==> src/rtl/core/triggered_light_fade_timer_unit_defines.svh <==
// ----------------------------------------------------------------------------
// Triggered light fade timer: assertion macros
// Shared macros for the concurrent checks of the fade timer.
// ----------------------------------------------------------------------------
`ifndef TRIGGERED_LIGHT_FADE_TIMER_UNIT_DEFINES_SVH
`define TRIGGERED_LIGHT_FADE_TIMER_UNIT_DEFINES_SVH

// Same-cycle implication, checked on every rising edge outside reset.
`define TLFT_ASSERT_NOW(label, clk, rst_n, ante, cons) \
    label: assert property (@(posedge clk) disable iff (!rst_n) (ante) |-> (cons)) \
        else $error("fade timer check failed");

// Next-cycle implication, checked on every rising edge outside reset.
`define TLFT_ASSERT_NEXT(label, clk, rst_n, ante, cons) \
    label: assert property (@(posedge clk) disable iff (!rst_n) (ante) |=> (cons)) \
        else $error("fade timer check failed");

`endif

==> src/rtl/core/tlft_pkg.sv <==
// ----------------------------------------------------------------------------
// Triggered light fade timer package
// Types and codes shared by the fade timer modules.
// ----------------------------------------------------------------------------
package tlft_pkg;

    // Lamp mode, also the state of the fade state machine.
    typedef enum logic [1:0] {
        MODE_STATIC  = 2'd0,
        MODE_RISING  = 2'd1,
        MODE_FALLING = 2'd2
    } t_mode;

    // Operation codes of an input beat.
    typedef enum logic [1:0] {
        OP_TICK    = 2'd0,
        OP_TRIGGER = 2'd1,
        OP_ENABLE  = 2'd2
    } t_op;

    // Configuration register indexes.
    typedef enum logic [1:0] {
        CFG_MAX_LEVEL    = 2'd0,
        CFG_HOLD_TICKS   = 2'd1,
        CFG_EXTEND_LIMIT = 2'd2
    } t_cfg_index;

    localparam int unsigned LEVEL_W   = 8;
    localparam int unsigned HOLD_W    = 16;
    localparam int unsigned HOLD_CNT_W = 17;
    localparam int unsigned EXTEND_W  = 8;
    localparam int unsigned CFG_DATA_W = 16;

    localparam logic [LEVEL_W-1:0]  MAX_LEVEL_RST    = 8'd255;
    localparam logic [HOLD_W-1:0]   HOLD_TICKS_RST   = 16'd1000;
    localparam logic [EXTEND_W-1:0] EXTEND_LIMIT_RST = 8'd10;

    typedef struct packed {
        logic [LEVEL_W-1:0]  max_level;
        logic [HOLD_W-1:0]   hold_ticks;
        logic [EXTEND_W-1:0] extend_limit;
    } t_cfg;

    typedef struct packed {
        logic [1:0] operation;
        logic       trigger_level;
        logic       enable_value;
    } t_item;

    typedef struct packed {
        logic [LEVEL_W-1:0] level;
        logic               level_written;
        t_mode              mode;
    } t_result;

endpackage

==> src/rtl/core/tlft_cfg_regs.sv <==
// ----------------------------------------------------------------------------
// Fade timer configuration registers
// Holds full level, hold time and extension limit, written by index.
// ----------------------------------------------------------------------------
module tlft_cfg_regs (
    input  logic                              i_clk,
    input  logic                              i_rst_n,
    input  logic                              i_wr_en,
    input  logic [1:0]                        i_wr_index,
    input  logic [tlft_pkg::CFG_DATA_W-1:0]   i_wr_data,
    output tlft_pkg::t_cfg                    o_cfg
);

    tlft_pkg::t_cfg r_cfg;

    always_ff @(posedge i_clk) begin
        if (!i_rst_n) begin
            r_cfg.max_level    <= tlft_pkg::MAX_LEVEL_RST;
            r_cfg.hold_ticks   <= tlft_pkg::HOLD_TICKS_RST;
            r_cfg.extend_limit <= tlft_pkg::EXTEND_LIMIT_RST;
        end else if (i_wr_en) begin
            unique case (i_wr_index)
                tlft_pkg::CFG_MAX_LEVEL: begin
                    r_cfg.max_level <= i_wr_data[tlft_pkg::LEVEL_W-1:0];
                end
                tlft_pkg::CFG_HOLD_TICKS: begin
                    r_cfg.hold_ticks <= i_wr_data[tlft_pkg::HOLD_W-1:0];
                end
                tlft_pkg::CFG_EXTEND_LIMIT: begin
                    r_cfg.extend_limit <= i_wr_data[tlft_pkg::EXTEND_W-1:0];
                end
                default: begin
                    // Unused index: the write is dropped.
                end
            endcase
        end
    end

    assign o_cfg = r_cfg;

endmodule

==> src/rtl/core/tlft_core.sv <==
// ----------------------------------------------------------------------------
// Fade timer core
// Lamp state registers and the next-state logic for one beat.
// ----------------------------------------------------------------------------
module tlft_core (
    input  logic              i_clk,
    input  logic              i_rst_n,
    input  logic              i_adv,
    input  tlft_pkg::t_item   i_item,
    input  tlft_pkg::t_cfg    i_cfg,
    output tlft_pkg::t_result o_result
);

    tlft_pkg::t_mode                       r_mode, n_mode;
    logic [tlft_pkg::LEVEL_W-1:0]          r_level, n_level;
    logic [tlft_pkg::HOLD_CNT_W-1:0]       r_hold, n_hold;
    logic [tlft_pkg::EXTEND_W-1:0]         r_ext, n_ext;
    logic                                  r_enabled, n_enabled;
    logic                                  written;

    logic                                  full;
    logic                                  dark;
    logic [tlft_pkg::HOLD_CNT_W-1:0]       hold_lim;
    logic                                  hold_done;
    logic                                  trig_hit;

    assign full      = (r_level >= i_cfg.max_level);
    assign dark      = (r_level == '0);
    assign hold_lim  = {1'b0, i_cfg.hold_ticks}
                     + {{(tlft_pkg::HOLD_CNT_W - tlft_pkg::EXTEND_W){1'b0}}, r_ext};
    assign hold_done = (r_hold >= hold_lim);
    assign trig_hit  = r_enabled && !i_item.trigger_level;

    // Next state of the mode machine.
    always_comb begin
        n_mode = r_mode;
        unique case (i_item.operation)
            tlft_pkg::OP_TICK: begin
                unique case (r_mode)
                    tlft_pkg::MODE_STATIC: begin
                        if (hold_done) n_mode = tlft_pkg::MODE_FALLING;
                    end
                    tlft_pkg::MODE_RISING: begin
                        if (full) n_mode = tlft_pkg::MODE_STATIC;
                    end
                    tlft_pkg::MODE_FALLING: begin
                        if (dark) n_mode = tlft_pkg::MODE_STATIC;
                    end
                    default: begin
                    end
                endcase
            end
            tlft_pkg::OP_TRIGGER: begin
                if (trig_hit) begin
                    if (r_mode == tlft_pkg::MODE_STATIC && dark) begin
                        n_mode = tlft_pkg::MODE_RISING;
                    end else if (r_mode == tlft_pkg::MODE_FALLING) begin
                        n_mode = tlft_pkg::MODE_RISING;
                    end
                end
            end
            tlft_pkg::OP_ENABLE: begin
                if (!i_item.enable_value) n_mode = tlft_pkg::MODE_FALLING;
            end
            default: begin
            end
        endcase
    end

    // Level, counters and enable.
    always_comb begin
        n_level   = r_level;
        n_hold    = r_hold;
        n_ext     = r_ext;
        n_enabled = r_enabled;
        written   = 1'b0;
        unique case (i_item.operation)
            tlft_pkg::OP_TICK: begin
                unique case (r_mode)
                    tlft_pkg::MODE_STATIC: begin
                        if (hold_done) begin
                            n_hold = '0;
                            n_ext  = '0;
                        end else if (!dark && full) begin
                            n_hold = r_hold + 1'b1;
                        end
                    end
                    tlft_pkg::MODE_RISING: begin
                        if (!full) begin
                            n_level = r_level + 1'b1;
                            written = 1'b1;
                        end
                    end
                    tlft_pkg::MODE_FALLING: begin
                        if (dark) begin
                            n_hold = '0;
                            n_ext  = '0;
                        end else begin
                            n_level = r_level - 1'b1;
                            written = 1'b1;
                        end
                    end
                    default: begin
                    end
                endcase
            end
            tlft_pkg::OP_TRIGGER: begin
                if (trig_hit) begin
                    if (r_mode == tlft_pkg::MODE_STATIC && !dark) begin
                        n_hold = '0;
                        if (r_ext < i_cfg.extend_limit) n_ext = r_ext + 1'b1;
                    end else if (r_mode == tlft_pkg::MODE_FALLING) begin
                        n_hold = '0;
                    end
                end
            end
            tlft_pkg::OP_ENABLE: begin
                n_enabled = i_item.enable_value;
                if (!i_item.enable_value) begin
                    n_hold = '0;
                    n_ext  = '0;
                end
            end
            default: begin
            end
        endcase
    end

    always_ff @(posedge i_clk) begin
        if (!i_rst_n) begin
            r_mode    <= tlft_pkg::MODE_STATIC;
            r_level   <= '0;
            r_hold    <= '0;
            r_ext     <= '0;
            r_enabled <= 1'b1;
        end else if (i_adv) begin
            r_mode    <= n_mode;
            r_level   <= n_level;
            r_hold    <= n_hold;
            r_ext     <= n_ext;
            r_enabled <= n_enabled;
        end
    end

    assign o_result.level         = n_level;
    assign o_result.level_written = written;
    assign o_result.mode          = n_mode;

endmodule

==> src/rtl/core/triggered_light_fade_timer_unit.sv <==
// ----------------------------------------------------------------------------
// Triggered light fade timer unit
// Lamp dimmer with rise, hold and fade driven by tick, trigger and enable beats.
// ----------------------------------------------------------------------------
// Usage: each input beat carries an operation (tick, trigger sample or enable
// write) with its trigger level and enable value. Every beat yields exactly
// one result beat carrying the lamp level, a flag showing that the level was
// changed, and the mode left behind by the beat.
// Both the input and the result channel use valid and stall; a beat moves at
// an edge where valid is high and stall is low.
// A beat is registered on acceptance; as it leaves the input register the
// lamp state is updated and the result registered. Throughput is one beat
// per cycle while the result side does not stall, limited only by the single
// pass through the next-state logic between the input and result registers.
// When the receiver stalls, the held result stays put and one more beat may
// still be taken into the input register; input stall rises only when both
// registers are full and the result side is stalled.
// The configuration channel (valid and ready, always ready) writes full
// level, hold time and extension limit by index, and is meant to be used
// while the unit is idle. Reset returns the lamp to dark, static, enabled,
// with both counters cleared and the registers at their default values.
// ----------------------------------------------------------------------------
`include "triggered_light_fade_timer_unit_defines.svh"

module triggered_light_fade_timer_unit (
    input  logic                             i_clk,
    input  logic                             i_rst_n,

    input  logic                             i_in_valid,
    output logic                             o_in_stall,
    input  logic [1:0]                       i_operation,
    input  logic                             i_trigger_level,
    input  logic                             i_enable_value,

    output logic                             o_out_valid,
    input  logic                             i_out_stall,
    output logic [7:0]                       o_level,
    output logic                             o_level_written,
    output logic [1:0]                       o_mode,

    input  logic                             i_cfg_valid,
    output logic                             o_cfg_ready,
    input  logic [1:0]                       i_cfg_index,
    input  logic [tlft_pkg::CFG_DATA_W-1:0]  i_cfg_data
);

    tlft_pkg::t_cfg    cfg;
    tlft_pkg::t_item   r_item;
    tlft_pkg::t_result core_result;
    tlft_pkg::t_result r_result;

    logic r_in_valid, n_in_valid;
    logic r_out_valid, n_out_valid;
    logic in_accept;
    logic adv;

    // The configuration registers never hold a write back.
    assign o_cfg_ready = 1'b1;

    tlft_cfg_regs u_cfg_regs (
        .i_clk      (i_clk),
        .i_rst_n    (i_rst_n),
        .i_wr_en    (i_cfg_valid && o_cfg_ready),
        .i_wr_index (i_cfg_index),
        .i_wr_data  (i_cfg_data),
        .o_cfg      (cfg)
    );

    // The input register empties into the result register whenever that one
    // is empty or is being read in the same cycle.
    assign adv        = r_in_valid && (!r_out_valid || !i_out_stall);
    assign o_in_stall = r_in_valid && !adv;
    assign in_accept  = i_in_valid && !o_in_stall;

    assign n_in_valid  = in_accept || (r_in_valid && !adv);
    assign n_out_valid = adv || (r_out_valid && i_out_stall);

    always_ff @(posedge i_clk) begin
        if (!i_rst_n) begin
            r_in_valid  <= 1'b0;
            r_out_valid <= 1'b0;
        end else begin
            r_in_valid  <= n_in_valid;
            r_out_valid <= n_out_valid;
        end
    end

    // Payload registers carry no reset.
    always_ff @(posedge i_clk) begin
        if (in_accept) begin
            r_item.operation     <= i_operation;
            r_item.trigger_level <= i_trigger_level;
            r_item.enable_value  <= i_enable_value;
        end
        if (adv) begin
            r_result <= core_result;
        end
    end

    // Lamp state advances exactly once per beat, as it leaves the input
    // register, so back-to-back beats see each other's updates in order.
    tlft_core u_core (
        .i_clk    (i_clk),
        .i_rst_n  (i_rst_n),
        .i_adv    (adv),
        .i_item   (r_item),
        .i_cfg    (cfg),
        .o_result (core_result)
    );

    assign o_out_valid     = r_out_valid;
    assign o_level         = r_result.level;
    assign o_level_written = r_result.level_written;
    assign o_mode          = r_result.mode;

    // A beat that leaves the input register is on offer at the next edge.
    `TLFT_ASSERT_NEXT(a_adv_gives_result, i_clk, i_rst_n, adv, o_out_valid)

    // The input side holds back only when the result side is full and stalled.
    `TLFT_ASSERT_NOW(a_stall_cause, i_clk, i_rst_n, o_in_stall,
        o_out_valid && i_out_stall && r_in_valid)

    // The level only changes while the lamp is ramping.
    `TLFT_ASSERT_NOW(a_write_while_ramping, i_clk, i_rst_n,
        o_out_valid && o_level_written,
        o_mode == tlft_pkg::MODE_RISING || o_mode == tlft_pkg::MODE_FALLING)

endmodule

==> config.mk <==
export PLATFORM = sky130hd
export DESIGN_NAME = triggered_light_fade_timer_unit
export DESIGN_NICKNAME = d
export VERILOG_FILES = /design/src/rtl/core/tlft_pkg.sv /design/src/rtl/core/tlft_cfg_regs.sv /design/src/rtl/core/tlft_core.sv /design/src/rtl/core/triggered_light_fade_timer_unit.sv
export VERILOG_INCLUDE_DIRS = /design/src /design/src/rtl/core
export SDC_FILE = /design/constraint.sdc
export NUM_CORES = 1
export LEC_CHECK = 0
export ABC_AREA = 1
export ABC_CLOCK_PERIOD_IN_PS = 4310
export BUFFER_PORTS_ARGS = -buffer_cell sky130_fd_sc_hd__buf_2
export CAP_MARGIN = 5
export CORE_ASPECT_RATIO = 0.8
export CORE_MARGIN = 4
export CORE_UTILIZATION = 55
export CTS_CLUSTER_DIAMETER = 80
export CTS_CLUSTER_SIZE = 30
export DETAILED_ROUTE_END_ITERATION = 7
export GPL_ROUTABILITY_DRIVEN = 0
export PLACE_DENSITY = 0.76
export SETUP_SLACK_MARGIN = 0.15
export SLEW_MARGIN = 10
export SYNTH_ARGS = -nofsm -noshare
export SYNTH_HDL_FRONTEND = slang
export SYNTH_HIERARCHICAL = 1
export SYNTH_SLANG_ARGS = --single-unit
==> constraint.sdc <==
create_clock -name i_clk -period 4.31 [get_ports i_clk]
set_input_delay 0.2155 -clock i_clk [delete_from_list [all_inputs] [get_ports i_clk]]
set_output_delay 0.2155 -clock i_clk [all_outputs]
set_load 0.005 [all_outputs]
==> metrics.txt, run 1 <==
# TYPE chip_impl_metric gauge
chip_impl_metric{name="slew_headroom",unit="%"} 61.98
chip_impl_metric{name="drc",unit=""} 0
chip_impl_metric{name="power.leakage",unit="nW"} 3.206
chip_impl_metric{name="power-per-cell-area",unit="nW/um^2"} 307.2
chip_impl_metric{name="final_nets",unit=""} 953
chip_impl_metric{name="net_count_of_the_mapped_netlist",unit=""} 921
chip_impl_metric{name="synthesis.area",unit="um^2"} 5846
chip_impl_metric{name="area.growth.synth_to_final",unit="%"} 9.482
chip_impl_metric{name="post_drt_wl_per_cell",unit="um"} 13.17
chip_impl_metric{name="synth_warnings",unit=""} 6
chip_impl_metric{name="grt_start_max_net_pins",unit=""} 52
chip_impl_metric{name="maximum_fanout_count_along_the_critical_path",unit=""} 19
chip_impl_metric{name="hold_violations",unit=""} 0
chip_impl_metric{name="ctsHtreeMaxLevel",unit=""} 3
chip_impl_metric{name="final_period_minus_worst_setup_slack",unit="ns"} 3.763
chip_impl_info{name="clock_tree.root_cell",value="sky130_fd_sc_hd__clkbuf_16"} 1
chip_impl_metric{name="floorplan.die_area",unit="um^2"} 12350
chip_impl_info{name="synth_largest_area_cell",value="sky130_fd_sc_hd__dfxtp_1"} 1
chip_impl_metric{name="timing.max_cap.violations",unit=""} 0
chip_impl_metric{name="syn-instance-count",unit=""} 839
chip_impl_info{name="synth_most_common_cell",value="sky130_fd_sc_hd__nand2_1"} 1
chip_impl_metric{name="finalWirelength",unit="mm"} 13.38
chip_impl_metric{name="setup_ws",unit="ns"} 0.5468
chip_impl_metric{name="detailedRoute.firstPassIterationCount",unit=""} 5
chip_impl_metric{name="ys_async_sr_fraction",unit="%"} 0
chip_impl_metric{name="post_placement_worst_setup_slack",unit="ns"} 0.4086
chip_impl_metric{name="core.rowCount",unit=""} 33
chip_impl_metric{name="tritoncts_num_sinks",unit=""} 85
chip_impl_metric{name="worst_max_slew_pin_slew",unit="ns"} 0.5704
chip_impl_info{name="run_status",value="completed"} 1
chip_impl_metric{name="routed_via_density",unit=""} 5.250
chip_impl_info{name="clock_tree_from_tritoncts",value="done"} 1
chip_impl_metric{name="post-route-period-util",unit="%"} 87.31
chip_impl_metric{name="synth-edff-count",unit=""} 15
chip_impl_metric{name="wire_length_of_the_first_global_routing_pass",unit="mm"} 22.51
chip_impl_metric{name="final_layout_size_suffix_gt1_share",unit="%"} 9.703
chip_impl_info{name="rsz0062_at_grt",value="false"} 1
chip_impl_metric{name="avgSynthCellArea",unit="um^2"} 6.967
chip_impl_metric{name="synth.distinct_cells",unit=""} 44
chip_impl_metric{name="num_antenna_cells",unit=""} 0
chip_impl_metric{name="setup_violating_endpoint_count_in_the_final_report",unit=""} 0
chip_impl_metric{name="grtUsageTotal",unit="%"} 22.51
chip_impl_info{name="worstSetupEndpointType",value="register"} 1
chip_impl_metric{name="worstPathRequired",unit="ns"} 4.55
chip_impl_metric{name="core_area",unit="um^2"} 10320
chip_impl_info{name="postSynth.topFlopCell",value="sky130_fd_sc_hd__dfxtp_1"} 1
chip_impl_metric{name="first_global_vias",unit=""} 4788
chip_impl_metric{name="timing.final.max_slew_violations",unit=""} 0
chip_impl_metric{name="num_vias",unit=""} 5334
chip_impl_metric{name="fin_worst_skew",unit="ns"} 0.006020
chip_impl_metric{name="start_util",unit="%"} 56.63
chip_impl_metric{name="clock_latency",unit="ns"} 0.34
chip_impl_metric{name="worst_ep_arrival_time",unit="ns"} 4.00
chip_impl_info{name="min_path_type",value="in -> reg"} 1
chip_impl_metric{name="worst_ir_drop_vdd",unit="V"} 0.0002214
chip_impl_metric{name="clk_transition_reported_paths",unit="ns"} 0.06
chip_impl_metric{name="io_buffer_count",unit=""} 39
chip_impl_metric{name="dpl.hpwl",unit="mm"} 9.892
chip_impl_info{name="leading_post_synthesis_cells_by_cell_area",value="sky130_fd_sc_hd__dfxtp_1 24%, sky130_fd_sc_hd__nand2_1 13%, sky130_fd_sc_hd__ha_1 12%, sky130_fd_sc_hd__edfxtp_1 7.7%, sky130_fd_sc_hd__inv_1 7.4%"} 1
chip_impl_metric{name="design.portCount",unit=""} 41
chip_impl_metric{name="ant_nets",unit=""} 0
chip_impl_metric{name="register_bit_count_reported_by_yosys",unit=""} 85
chip_impl_info{name="timing.setup.critical_path_class",value="reg -> reg"} 1
chip_impl_metric{name="grt_overflow_total",unit=""} 0
chip_impl_metric{name="max_freq",unit="MHz"} 265.7
chip_impl_metric{name="floorplan.die.height",unit="um"} 100.2
chip_impl_metric{name="initial_antenna_violation_count",unit=""} 0
chip_impl_metric{name="synth.yosys.seq_area_share",unit="%"} 31.68
chip_impl_info{name="start_kind",value="register"} 1
chip_impl_metric{name="die_width",unit="um"} 123.3
chip_impl_metric{name="clockBufferDepth",unit=""} 2
chip_impl_info{name="synth_top_cells_by_count",value="206 x sky130_fd_sc_hd__nand2_1, 116 x sky130_fd_sc_hd__inv_1, 86 x sky130_fd_sc_hd__nor2_1"} 1
chip_impl_metric{name="finalCoreUtilization",unit="%"} 62.00
chip_impl_metric{name="drt_iter0_markers",unit=""} 478
chip_impl_metric{name="synth_top_area_share",unit="%"} 23.97
chip_impl_metric{name="finalSetupTns",unit="ns"} 0
chip_impl_metric{name="cts_inserted_buffers",unit=""} 9
## path summary, 6_finish.rpt
kind	from	to	slack (ns)	cells past startpoint
max reg2reg	u_core/r_ext[0]	u_core/r_hold[0]	0.55	21
min	i_operation[0]	r_item[2]	0.05	1
min reg2reg	u_cfg_regs/o_cfg[31]	u_cfg_regs/o_cfg[31]	0.46	2
max	u_core/r_ext[0]	u_core/r_hold[0]	0.55	21
## cells in the final DEF, fill, tap and decap left out, types with 7 or more instances in the layout
cell,n
sky130_fd_sc_hd__nand2_1,206
sky130_fd_sc_hd__edfxtp_1,15
sky130_fd_sc_hd__xor2_1,21
sky130_fd_sc_hd__xnor2_1,7
sky130_fd_sc_hd__clkbuf_16,9
sky130_fd_sc_hd__inv_1,116
sky130_fd_sc_hd__nor2_1,86
sky130_fd_sc_hd__buf_2,39
sky130_fd_sc_hd__nand3_2,7
sky130_fd_sc_hd__ha_1,54
sky130_fd_sc_hd__dfxtp_1,70
sky130_fd_sc_hd__o211ai_1,7
sky130_fd_sc_hd__nand4_1,14
sky130_fd_sc_hd__nand3_1,61
sky130_fd_sc_hd__a21oi_1,53
sky130_fd_sc_hd__nor3_1,18
sky130_fd_sc_hd__o21ai_0,37
## per-layer routing
metal / up-vias / GRT usage [%] / wire (um)
met5: - / 0 / 0
met1: 2360 / 33.75 / 6585
met3: 13 / 4.451 / 1062
met4: 0 / 5.532 / 119
li1: 2782 / - / -
met2: 179 / 33.12 / 5611
## layout make-up
cell class	count	area, um^2
inverters	121	454.2
fillers	952	3923
well taps	140	175.2
multi-input cells	612	3417
clock inverters	5	51.30
flip-flops and latches	85	1852
clock buffers	11	232.7
repair buffers	42	217.7
## cells by family (layout without fill, tap and decap cells)
logic type	after synthesis	count (layout)	share of synthesized area [%]
AO/OA/AOI/OAI	116	116	11.26
XOR/XNOR	28	28	4.195
adder cells (fa/ha/maj)	55	55	11.90
buffers and inverters	142	179	9.932
flip-flops	85	85	31.68
other	1	1	0.06415
AND/OR/NAND/NOR	412	412	30.97
## per-stage QoR
step	power, mW	instance area [um^2]	hold WS [ns]	std cells
2_1_floorplan	1.135	5846	0.3144	839
3_3_place_gp	1.208	6116	0.3967	1000
3_5_place_dp	1.222	6116	0.3941	1000
4_1_cts	1.978	6400	0.04254	1016
5_1_grt	2.069	6400	0.03370	1016
6_report	1.966	6400	0.05347	1016
## sequential cells by signal, indices dropped and copies added, names as in the netlist
name              count
o_level               8
r_in_valid            1
o_mode                2
r_item                4
o_out_valid           1
u_core/r_hold        17
u_cfg_regs/o_cfg     32
u_core/r_level        8
u_core/r_mode         2
o_level_written       1
u_core/r_enabled      1
u_core/r_ext          8
## power by group
part           switching, mW  total, mW  internal, mW  leakage (nW)
clock                  0.311      0.756         0.445         0.137
sequential            0.0382      0.888         0.850         0.717
combinational          0.210      0.322         0.112          2.35
## worst max-delay path, stage by stage, from the launching register on
cell	delay (ns)
sky130_fd_sc_hd__dfxtp_1	0.34
sky130_fd_sc_hd__ha_1	0.22
sky130_fd_sc_hd__fa_1	0.42
sky130_fd_sc_hd__nand3_1	0.09
sky130_fd_sc_hd__nand2_1	0.08
sky130_fd_sc_hd__a21boi_1	0.21
sky130_fd_sc_hd__o21ai_1	0.12
sky130_fd_sc_hd__nand3_1	0.14
sky130_fd_sc_hd__nor2_1	0.06
sky130_fd_sc_hd__nand2_1	0.07
sky130_fd_sc_hd__nor2_1	0.05
sky130_fd_sc_hd__xor2_1	0.14
sky130_fd_sc_hd__ha_1	0.29
sky130_fd_sc_hd__a21oi_1	0.13
sky130_fd_sc_hd__o21a_1	0.16
sky130_fd_sc_hd__nand3_1	0.14
sky130_fd_sc_hd__nand2_4	0.18
sky130_fd_sc_hd__nand3_4	0.14
sky130_fd_sc_hd__o21ai_2	0.18
sky130_fd_sc_hd__buf_4	0.26
sky130_fd_sc_hd__xor2_1	0.18
sky130_fd_sc_hd__nor2_1	0.05
## what timing repair did
item                       4_1_cts  5_1_grt
setup endpoints to repair        0       16
buffers inserted                 0        0
hold buffers                     0        0
resized for setup                0        2
No activity file was read; power rests on OpenSTA's default activity.
==> run 2: changes to the inputs <==
ABC_AREA = unset   (was 1)
==> metrics.txt, run 2 <==
# TYPE chip_impl_metric gauge
chip_impl_info{name="run_status",value="completed"} 1
chip_impl_metric{name="grt_overflow_total",unit=""} 0
chip_impl_metric{name="worst_max_slew_pin_slew",unit="ns"} 0.8888
chip_impl_metric{name="synth.yosys.seq_area_share",unit="%"} 32.74
chip_impl_metric{name="register_bit_count_reported_by_yosys",unit=""} 85
chip_impl_info{name="timing.setup.critical_path_class",value="reg -> reg"} 1
chip_impl_metric{name="ctsHtreeMaxLevel",unit=""} 3
chip_impl_metric{name="tritoncts_num_sinks",unit=""} 85
chip_impl_metric{name="ys_async_sr_fraction",unit="%"} 0
chip_impl_metric{name="met3_length",unit="mm"} 1.055
chip_impl_metric{name="holdBufCountCts",unit=""} 0
chip_impl_info{name="critical_path.slowest_cell",value="sky130_fd_sc_hd__or4_4"} 1
chip_impl_metric{name="drt-met1-wl",unit="mm"} 6.392
chip_impl_metric{name="layout.area.seq",unit="um^2"} 1856
chip_impl_info{name="holdPathEnd",value="r_item[1]"} 1
chip_impl_metric{name="floorplan.die.height",unit="um"} 98.71
chip_impl_metric{name="worst_path_largest_cell_delay",unit="ns"} 0.42
chip_impl_metric{name="clockBufferDepth",unit=""} 2
chip_impl_metric{name="detailedRoute.firstPassIterationCount",unit=""} 5
chip_impl_metric{name="syn-instance-count",unit=""} 654
chip_impl_metric{name="worst_ir_drop_vdd",unit="V"} 0.0002205
chip_impl_metric{name="net_count_of_the_mapped_netlist",unit=""} 736
chip_impl_metric{name="core_area",unit="um^2"} 9849
chip_impl_metric{name="synth.distinct_cells",unit=""} 73
chip_impl_metric{name="dpl.hpwl",unit="mm"} 9.709
chip_impl_metric{name="power.leakage",unit="nW"} 2.834
chip_impl_metric{name="clk_transition_reported_paths",unit="ns"} 0.07
chip_impl_metric{name="num_antenna_cells",unit=""} 0
chip_impl_metric{name="drt_iter0_markers",unit=""} 409
chip_impl_metric{name="finalWirelength",unit="mm"} 13.71
chip_impl_info{name="mostFrequentLayoutCell",value="sky130_fd_sc_hd__nand2_1"} 1
chip_impl_metric{name="r2r_setup_slack",unit="ns"} 0.31
chip_impl_metric{name="largest_reg_flops",unit=""} 32
chip_impl_metric{name="fin_worst_skew",unit="ns"} 0.009802
chip_impl_info{name="crit_chain",value="ha_4, fa_2, a21o_1, a21oi_2, nor2b_1, o21a_1, o41ai_2, buf_4, nor4b_4, xnor2_1, ha_1, nand2_1, nor2_2, nand2_1, o211a_1, a21bo_1, buf_6, or4_4, a21oi_2"} 1
chip_impl_info{name="synth_top_cells_by_count",value="78 x sky130_fd_sc_hd__nand2_1, 70 x sky130_fd_sc_hd__dfxtp_1, 54 x sky130_fd_sc_hd__ha_1"} 1
chip_impl_info{name="hp-start",value="i_trigger_level"} 1
chip_impl_metric{name="worstPathRequired",unit="ns"} 4.59
chip_impl_metric{name="cts_inserted_buffers",unit=""} 9
chip_impl_metric{name="multi_input_comb_area",unit="um^2"} 3593
chip_impl_info{name="min_path_type",value="in -> reg"} 1
chip_impl_metric{name="post-route-period-util",unit="%"} 92.72
chip_impl_metric{name="timing.max_cap.violations",unit=""} 0
chip_impl_info{name="rsz0062_at_grt",value="true"} 1
chip_impl_info{name="postSynth.topFlopCell",value="sky130_fd_sc_hd__dfxtp_1"} 1
chip_impl_info{name="clock_tree_from_tritoncts",value="done"} 1
chip_impl_info{name="clock_tree.root_cell",value="sky130_fd_sc_hd__clkbuf_16"} 1
chip_impl_metric{name="layout_filler_cell_count",unit=""} 832
chip_impl_metric{name="start_util",unit="%"} 57.43
chip_impl_metric{name="routed_via_density",unit=""} 5.921
chip_impl_metric{name="maximum_fanout_count_along_the_critical_path",unit=""} 4
chip_impl_metric{name="io_buffer_count",unit=""} 39
chip_impl_metric{name="grtUsageTotal",unit="%"} 22.03
chip_impl_metric{name="design.portCount",unit=""} 41
chip_impl_metric{name="area.growth.synth_to_final",unit="%"} 14.47
chip_impl_metric{name="setup_violating_endpoint_count_in_the_final_report",unit=""} 0
chip_impl_metric{name="finalSetupTns",unit="ns"} 0
chip_impl_metric{name="slew_headroom",unit="%"} 40.75
chip_impl_metric{name="timing.final.max_slew_violations",unit=""} 0
chip_impl_info{name="highest_layer",value="met4"} 1
chip_impl_metric{name="first_global_vias",unit=""} 4483
chip_impl_metric{name="final_nets",unit=""} 776
chip_impl_metric{name="synth-edff-count",unit=""} 15
chip_impl_info{name="worstSetupStartpoint",value="u_core/r_ext[0]"} 1
chip_impl_metric{name="synthesis.area",unit="um^2"} 5657
chip_impl_info{name="synth_most_common_cell",value="sky130_fd_sc_hd__nand2_1"} 1
chip_impl_metric{name="grt_start_max_net_pins",unit=""} 65
chip_impl_metric{name="worst_path_buf_inv",unit=""} 2
chip_impl_info{name="start_kind",value="register"} 1
chip_impl_metric{name="synth_warnings",unit=""} 6
chip_impl_info{name="worst_path_dominant_cell_family",value="compound AO/OA/AOI/OAI gates"} 1
chip_impl_metric{name="ant_nets",unit=""} 0
chip_impl_metric{name="drc",unit=""} 0
chip_impl_info{name="synth_largest_area_cell",value="sky130_fd_sc_hd__dfxtp_1"} 1
chip_impl_metric{name="wire_length_of_the_first_global_routing_pass",unit="mm"} 21.62
chip_impl_metric{name="final_period_minus_worst_setup_slack",unit="ns"} 3.996
chip_impl_metric{name="hold_violations",unit=""} 0
chip_impl_metric{name="power-per-cell-area",unit="nW/um^2"} 283.7
chip_impl_info{name="rr_startpoint",value="u_core/r_ext[0]"} 1
chip_impl_info{name="worstSetupEndpointType",value="register"} 1
chip_impl_metric{name="initial_antenna_violation_count",unit=""} 0
chip_impl_info{name="ff_to_ff_end",value="u_core/r_hold[8]"} 1
chip_impl_metric{name="timing.hold.worst_path_depth",unit=""} 1
chip_impl_metric{name="worst_ep_arrival_time",unit="ns"} 4.28
chip_impl_metric{name="met2WireLength",unit="mm"} 5.939
chip_impl_metric{name="post-layout-total-power",unit="mW"} 1.837
chip_impl_metric{name="reg2regPathDepth",unit=""} 19
chip_impl_metric{name="floorplan.die_area",unit="um^2"} 11980
chip_impl_info{name="leading_cell_types_in_the_layout_fill_and_taps_excluded",value="78 x sky130_fd_sc_hd__nand2_1, 69 x sky130_fd_sc_hd__dfxtp_1, 53 x sky130_fd_sc_hd__ha_1"} 1
chip_impl_metric{name="avgSynthCellArea",unit="um^2"} 8.649
chip_impl_info{name="leading_post_synthesis_cells_by_cell_area",value="sky130_fd_sc_hd__dfxtp_1 25%, sky130_fd_sc_hd__ha_1 12%, sky130_fd_sc_hd__edfxtp_1 8.0%, sky130_fd_sc_hd__mux2i_1 5.3%, sky130_fd_sc_hd__nand2_1 5.2%"} 1
chip_impl_metric{name="max_freq",unit="MHz"} 250.2
chip_impl_metric{name="clock_latency",unit="ns"} 0.35
chip_impl_metric{name="post_drt_wl_per_cell",unit="um"} 16.42
chip_impl_metric{name="final_layout_size_suffix_gt1_share",unit="%"} 15.59
chip_impl_metric{name="core.rowCount",unit=""} 32
chip_impl_metric{name="die_width",unit="um"} 121.4
chip_impl_metric{name="synth_top_area_share",unit="%"} 24.77
chip_impl_metric{name="num_vias",unit=""} 4944
==> run 2: changes by cell type after synthesis, sizes merged, moves of 8 or more <==
cell,previous run,this run
a211oi,0,8
o21ai,40,24
clkbuf,10,18
nor2,90,36
a21oi,57,43
xnor2,7,21
a21o,2,12
nor2b,0,23
inv,120,42
mux2i,0,30
xor2,21,6
nand3,69,23
nand2,210,78
==> run 2: power breakdown <==
group / total, mW / switching (mW) / internal (mW)
registers: 0.845 / 0.0164 / 0.828
clock network: 0.805 / 0.322 / 0.484
logic: 0.187 / 0.109 / 0.0780
total: 1.84 / 0.447 / 1.39
==> run 2: cells by family after synthesis <==
| kind of cell | after synthesis | synth area share [%] |
|---|---|---|
| buf+inv | 75 | 6.060 |
| fa+ha+maj | 55 | 12.30 |
| flops | 85 | 32.74 |
| simple gates | 233 | 21.30 |
| other cells | 1 | 0.06629 |
| xor+xnor | 27 | 4.181 |
| mux | 31 | 5.508 |
| compound gates | 147 | 17.85 |
==> run 2: cell type report <==
type / instances / share of cell area, %
Multi-Input combinational cell: 494 / 55.50
Sequential cell: 85 / 28.66
Timing Repair Buffer: 62 / 5.990
Clock buffer: 11 / 3.923
Tap cell: 136 / 2.628
Inverter: 42 / 2.435
Clock inverter: 5 / 0.8696
==> run 2: worst max path at each step <==
stage                     cells past startpoint  slack, ns           endpoint
after floorplan                              17       0.15    u_core/r_ext[4]
after global placement                       18       0.20   u_core/r_hold[3]
after detailed placement                     18       0.01  u_core/r_hold[12]
after CTS                                    19       0.18   u_core/r_hold[8]
after global routing                         20       0.08    u_core/r_ext[2]
final                                        19       0.31   u_core/r_hold[8]
==> run 2: worst register-to-register path: stages (launching register included) <==
cell                      delay (ns)
sky130_fd_sc_hd__dfxtp_4        0.36
sky130_fd_sc_hd__ha_4           0.16
sky130_fd_sc_hd__fa_2           0.38
sky130_fd_sc_hd__a21o_1         0.20
sky130_fd_sc_hd__a21oi_2        0.14
sky130_fd_sc_hd__nor2b_1        0.07
sky130_fd_sc_hd__o21a_1         0.20
sky130_fd_sc_hd__o41ai_2        0.30
sky130_fd_sc_hd__buf_4          0.20
sky130_fd_sc_hd__nor4b_4        0.05
sky130_fd_sc_hd__xnor2_1        0.14
sky130_fd_sc_hd__ha_1           0.31
sky130_fd_sc_hd__nand2_1        0.07
sky130_fd_sc_hd__nor2_2         0.14
sky130_fd_sc_hd__nand2_1        0.09
sky130_fd_sc_hd__o211a_1        0.25
sky130_fd_sc_hd__a21bo_1        0.20
sky130_fd_sc_hd__buf_6          0.12
sky130_fd_sc_hd__or4_4          0.42
sky130_fd_sc_hd__a21oi_2        0.13
==> run 2: per-layer routing <==
layer | GRT usage [%] | up-vias
met5 | 0 | -
met4 | 7.666 | 0
met3 | 5.336 | 35
met2 | 31.72 | 219
met1 | 32.12 | 2262
li1 | - | 2428
==> run 2: per-stage QoR <==
step / cells / hold WS (ns) / instance area, um^2 / setup WS, ns / util [%]
2_1_floorplan: 654 / 0.3144 / 5657 / 0.1544 / -
3_3_place_gp: 805 / 0.3943 / 5904 / 0.1983 / 59.95
3_5_place_dp: 805 / 0.3946 / 5904 / 0.01301 / 59.95
4_1_cts: 821 / 0.04272 / 6230 / 0.1821 / 63.25
5_1_grt: 835 / 0.03888 / 6475 / 0.07598 / 65.74
6_report: 835 / 0.05534 / 6475 / 0.3140 / 65.74
==> run 2: timing repair <==
action | 4_1_cts | 5_1_grt
pin swaps | 0 | 22
buffers inserted | 0 | 14
setup endpoints to repair | 16 | 27
gates resized for setup | 3 | 32
==> run 3: changes to the inputs <==
ABC_AREA = 1   (was unset)
CORE_MARGIN = unset   (was 4)
==> metrics.txt, run 3 (synthesis gave the netlist of run 1 again) <==
# TYPE chip_impl_metric gauge
chip_impl_info{name="run_status",value="completed"} 1
chip_impl_metric{name="holdBufCountCts",unit=""} 0
chip_impl_metric{name="io_buffer_count",unit=""} 39
chip_impl_metric{name="floorplan.die.height",unit="um"} 94.21
chip_impl_metric{name="grtUsageTotal",unit="%"} 26.60
chip_impl_metric{name="timing.final.max_slew_violations",unit=""} 0
chip_impl_metric{name="drt_iter0_markers",unit=""} 310
chip_impl_metric{name="num_vias",unit=""} 5375
chip_impl_metric{name="grt_overflow_total",unit=""} 0
chip_impl_info{name="timing.setup.critical_path_class",value="reg -> reg"} 1
chip_impl_metric{name="post_cts.repair.setup_buffers",unit=""} 0
chip_impl_metric{name="finalWirelength",unit="mm"} 13.47
chip_impl_metric{name="switchingPower",unit="mW"} 0.5735
chip_impl_metric{name="cts_inserted_buffers",unit=""} 9
chip_impl_info{name="critical_path.slowest_cell",value="sky130_fd_sc_hd__fa_1"} 1
chip_impl_metric{name="largest_reg_flops",unit=""} 32
chip_impl_metric{name="layout.area.seq",unit="um^2"} 1852
chip_impl_metric{name="power-per-cell-area",unit="nW/um^2"} 308.9
chip_impl_metric{name="wire_length_of_the_first_global_routing_pass",unit="mm"} 22.95
chip_impl_metric{name="die_width",unit="um"} 117.3
chip_impl_metric{name="start_util",unit="%"} 56.86
chip_impl_metric{name="design.portCount",unit=""} 41
chip_impl_metric{name="slew_headroom",unit="%"} 34.81
chip_impl_metric{name="routed_via_density",unit=""} 5.296
chip_impl_info{name="leading_cell_types_in_the_layout_fill_and_taps_excluded",value="206 x sky130_fd_sc_hd__nand2_1, 116 x sky130_fd_sc_hd__inv_1, 86 x sky130_fd_sc_hd__nor2_1"} 1
chip_impl_metric{name="detailedRoute.firstPassIterationCount",unit=""} 5
chip_impl_metric{name="timing.max_cap.violations",unit=""} 0
chip_impl_metric{name="clock_latency",unit="ns"} 0.34
chip_impl_metric{name="setup_violating_endpoint_count_in_the_final_report",unit=""} 0
chip_impl_info{name="worst_path_dominant_cell_family",value="simple AND/OR/NAND/NOR gates"} 1
chip_impl_metric{name="timing.hold.worst_path_depth",unit=""} 1
chip_impl_metric{name="whs",unit="ns"} 0.05239
chip_impl_info{name="holdPathEnd",value="r_item[0]"} 1
chip_impl_info{name="hp-start",value="i_enable_value"} 1
chip_impl_metric{name="fin_worst_skew",unit="ns"} 0.009527
chip_impl_info{name="mostFrequentLayoutCell",value="sky130_fd_sc_hd__nand2_1"} 1
chip_impl_metric{name="worst_max_slew_pin_slew",unit="ns"} 0.9779
chip_impl_info{name="rsz0062_at_grt",value="false"} 1
chip_impl_metric{name="drc",unit=""} 0
chip_impl_metric{name="tritoncts_num_sinks",unit=""} 85
chip_impl_metric{name="switching_share",unit="%"} 28.97
chip_impl_metric{name="worst_path_largest_cell_delay",unit="ns"} 0.41
chip_impl_metric{name="maximum_fanout_count_along_the_critical_path",unit=""} 19
chip_impl_metric{name="core.rowCount",unit=""} 33
chip_impl_info{name="start_kind",value="register"} 1
chip_impl_metric{name="worst_ep_arrival_time",unit="ns"} 3.96
chip_impl_metric{name="seqPwrFrac",unit="%"} 44.9
chip_impl_metric{name="post_drt_wl_per_cell",unit="um"} 13.27
chip_impl_metric{name="final_period_minus_worst_setup_slack",unit="ns"} 3.732
chip_impl_metric{name="final_nets",unit=""} 952
chip_impl_metric{name="hold_violations",unit=""} 0
chip_impl_info{name="worstSetupStartpoint",value="u_core/r_ext[0]"} 1
chip_impl_info{name="clock_tree_from_tritoncts",value="done"} 1
chip_impl_info{name="worstSetupEndpointType",value="register"} 1
chip_impl_metric{name="first_global_vias",unit=""} 4846
chip_impl_metric{name="worstPathRequired",unit="ns"} 4.54
chip_impl_metric{name="area.growth.synth_to_final",unit="%"} 9.611
chip_impl_metric{name="worst_ir_drop_vdd",unit="V"} 0.0002717
chip_impl_metric{name="internal_power",unit="mW"} 1.406
chip_impl_info{name="ff_to_ff_end",value="u_core/r_hold[0]"} 1
chip_impl_metric{name="final_layout_size_suffix_gt1_share",unit="%"} 9.714
chip_impl_metric{name="dpl.hpwl",unit="mm"} 9.919
chip_impl_info{name="rr_startpoint",value="u_core/r_ext[0]"} 1
chip_impl_metric{name="floorplan.die_area",unit="um^2"} 11050
chip_impl_metric{name="layout_filler_cell_count",unit=""} 964
chip_impl_metric{name="combPwrFrac",unit="%"} 16.3
chip_impl_metric{name="grt_start_max_net_pins",unit=""} 52
chip_impl_metric{name="clk_transition_reported_paths",unit="ns"} 0.06
chip_impl_metric{name="finalSetupTns",unit="ns"} 0
chip_impl_metric{name="post-route-period-util",unit="%"} 86.60
chip_impl_metric{name="power.leakage",unit="nW"} 3.205
chip_impl_metric{name="ant_nets",unit=""} 0
chip_impl_metric{name="num_antenna_cells",unit=""} 0
chip_impl_metric{name="max_freq",unit="MHz"} 267.9
chip_impl_metric{name="clockBufferDepth",unit=""} 2
chip_impl_metric{name="reg2regPathDepth",unit=""} 21
chip_impl_metric{name="clock_power_share",unit="%"} 38.9
chip_impl_info{name="min_path_type",value="in -> reg"} 1
chip_impl_metric{name="r2r_setup_slack",unit="ns"} 0.58
chip_impl_metric{name="core_area",unit="um^2"} 10280
chip_impl_metric{name="initial_antenna_violation_count",unit=""} 0
chip_impl_metric{name="ctsHtreeMaxLevel",unit=""} 3
chip_impl_metric{name="worst_path_buf_inv",unit=""} 1
chip_impl_info{name="crit_chain",value="ha_1, fa_1, nand3_1, nand2_1, a21boi_2, o21ai_1, nand3_1, nor2_1, nand2_1, nor2_1, xor2_1, ha_1, a21oi_1, o21a_1, nand3_1, nand2_4, nand3_4, o21ai_2, buf_6, xor2_1, nor2_1"} 1
chip_impl_info{name="clock_tree.root_cell",value="sky130_fd_sc_hd__clkbuf_16"} 1
chip_impl_metric{name="multi_input_comb_area",unit="um^2"} 3421
run 3: timing repair:
item                                   in CTS  in global routing
endpoints found under the hold margin       0                  0
gates resized for setup                     0                  4
setup endpoints to repair                   0                 17
run 3: layer usage:
metal  global-route usage [%]  wire length [um]
met1                    39.28              6796
met2                    38.87              5722
met5                        0                 0
met3                    5.355               796
met4                    6.857               157
run 3: how the worst max path moves through the flow:
stage                     depth (start not counted)                end  slack, ns
after CTS                                        21   u_core/r_hold[0]       0.36
after global placement                           21   u_core/r_hold[0]       0.59
final                                            21   u_core/r_hold[0]       0.58
after global routing                             22   u_core/r_hold[1]       0.17
after floorplan                                  22  u_core/r_hold[16]       0.85
after detailed placement                         21   u_core/r_hold[0]       0.41
run 3: area by class of cell:
class / count / share of cell area (%)
Sequential cell: 85 / 28.90
Clock inverter: 7 / 1.035
Inverter: 121 / 7.088
Tap cell: 140 / 2.734
Timing Repair Buffer: 41 / 3.339
Multi-Input combinational cell: 612 / 53.39
Clock buffer: 9 / 3.515
run 3: power by group through the flow:
| stage | clock network (mW) | registers (mW) | logic, mW |
|---|---|---|---|
| 2_1_floorplan | 0 | 0.894 | 0.242 |
| 4_1_cts | 0.785 | 0.887 | 0.319 |
| 3_5_place_dp | 0 | 0.904 | 0.317 |
| 6_report | 0.769 | 0.888 | 0.322 |
| 5_1_grt | 0.817 | 0.893 | 0.368 |
| 3_3_place_gp | 0 | 0.902 | 0.305 |
run 3: through the flow:
step / setup slack (ns) / cells / utilization [%] / power [mW] / cell area, um^2
3_3_place_gp: 0.5889 / 999 / 59.41 / 1.207 / 6108
2_1_floorplan: 0.8512 / 839 / - / 1.135 / 5846
5_1_grt: 0.1704 / 1015 / 62.32 / 2.078 / 6407
4_1_cts: 0.3570 / 1015 / 62.25 / 1.991 / 6400
6_report: 0.5775 / 1015 / 62.32 / 1.979 / 6407
3_5_place_dp: 0.4055 / 999 / 59.41 / 1.221 / 6108
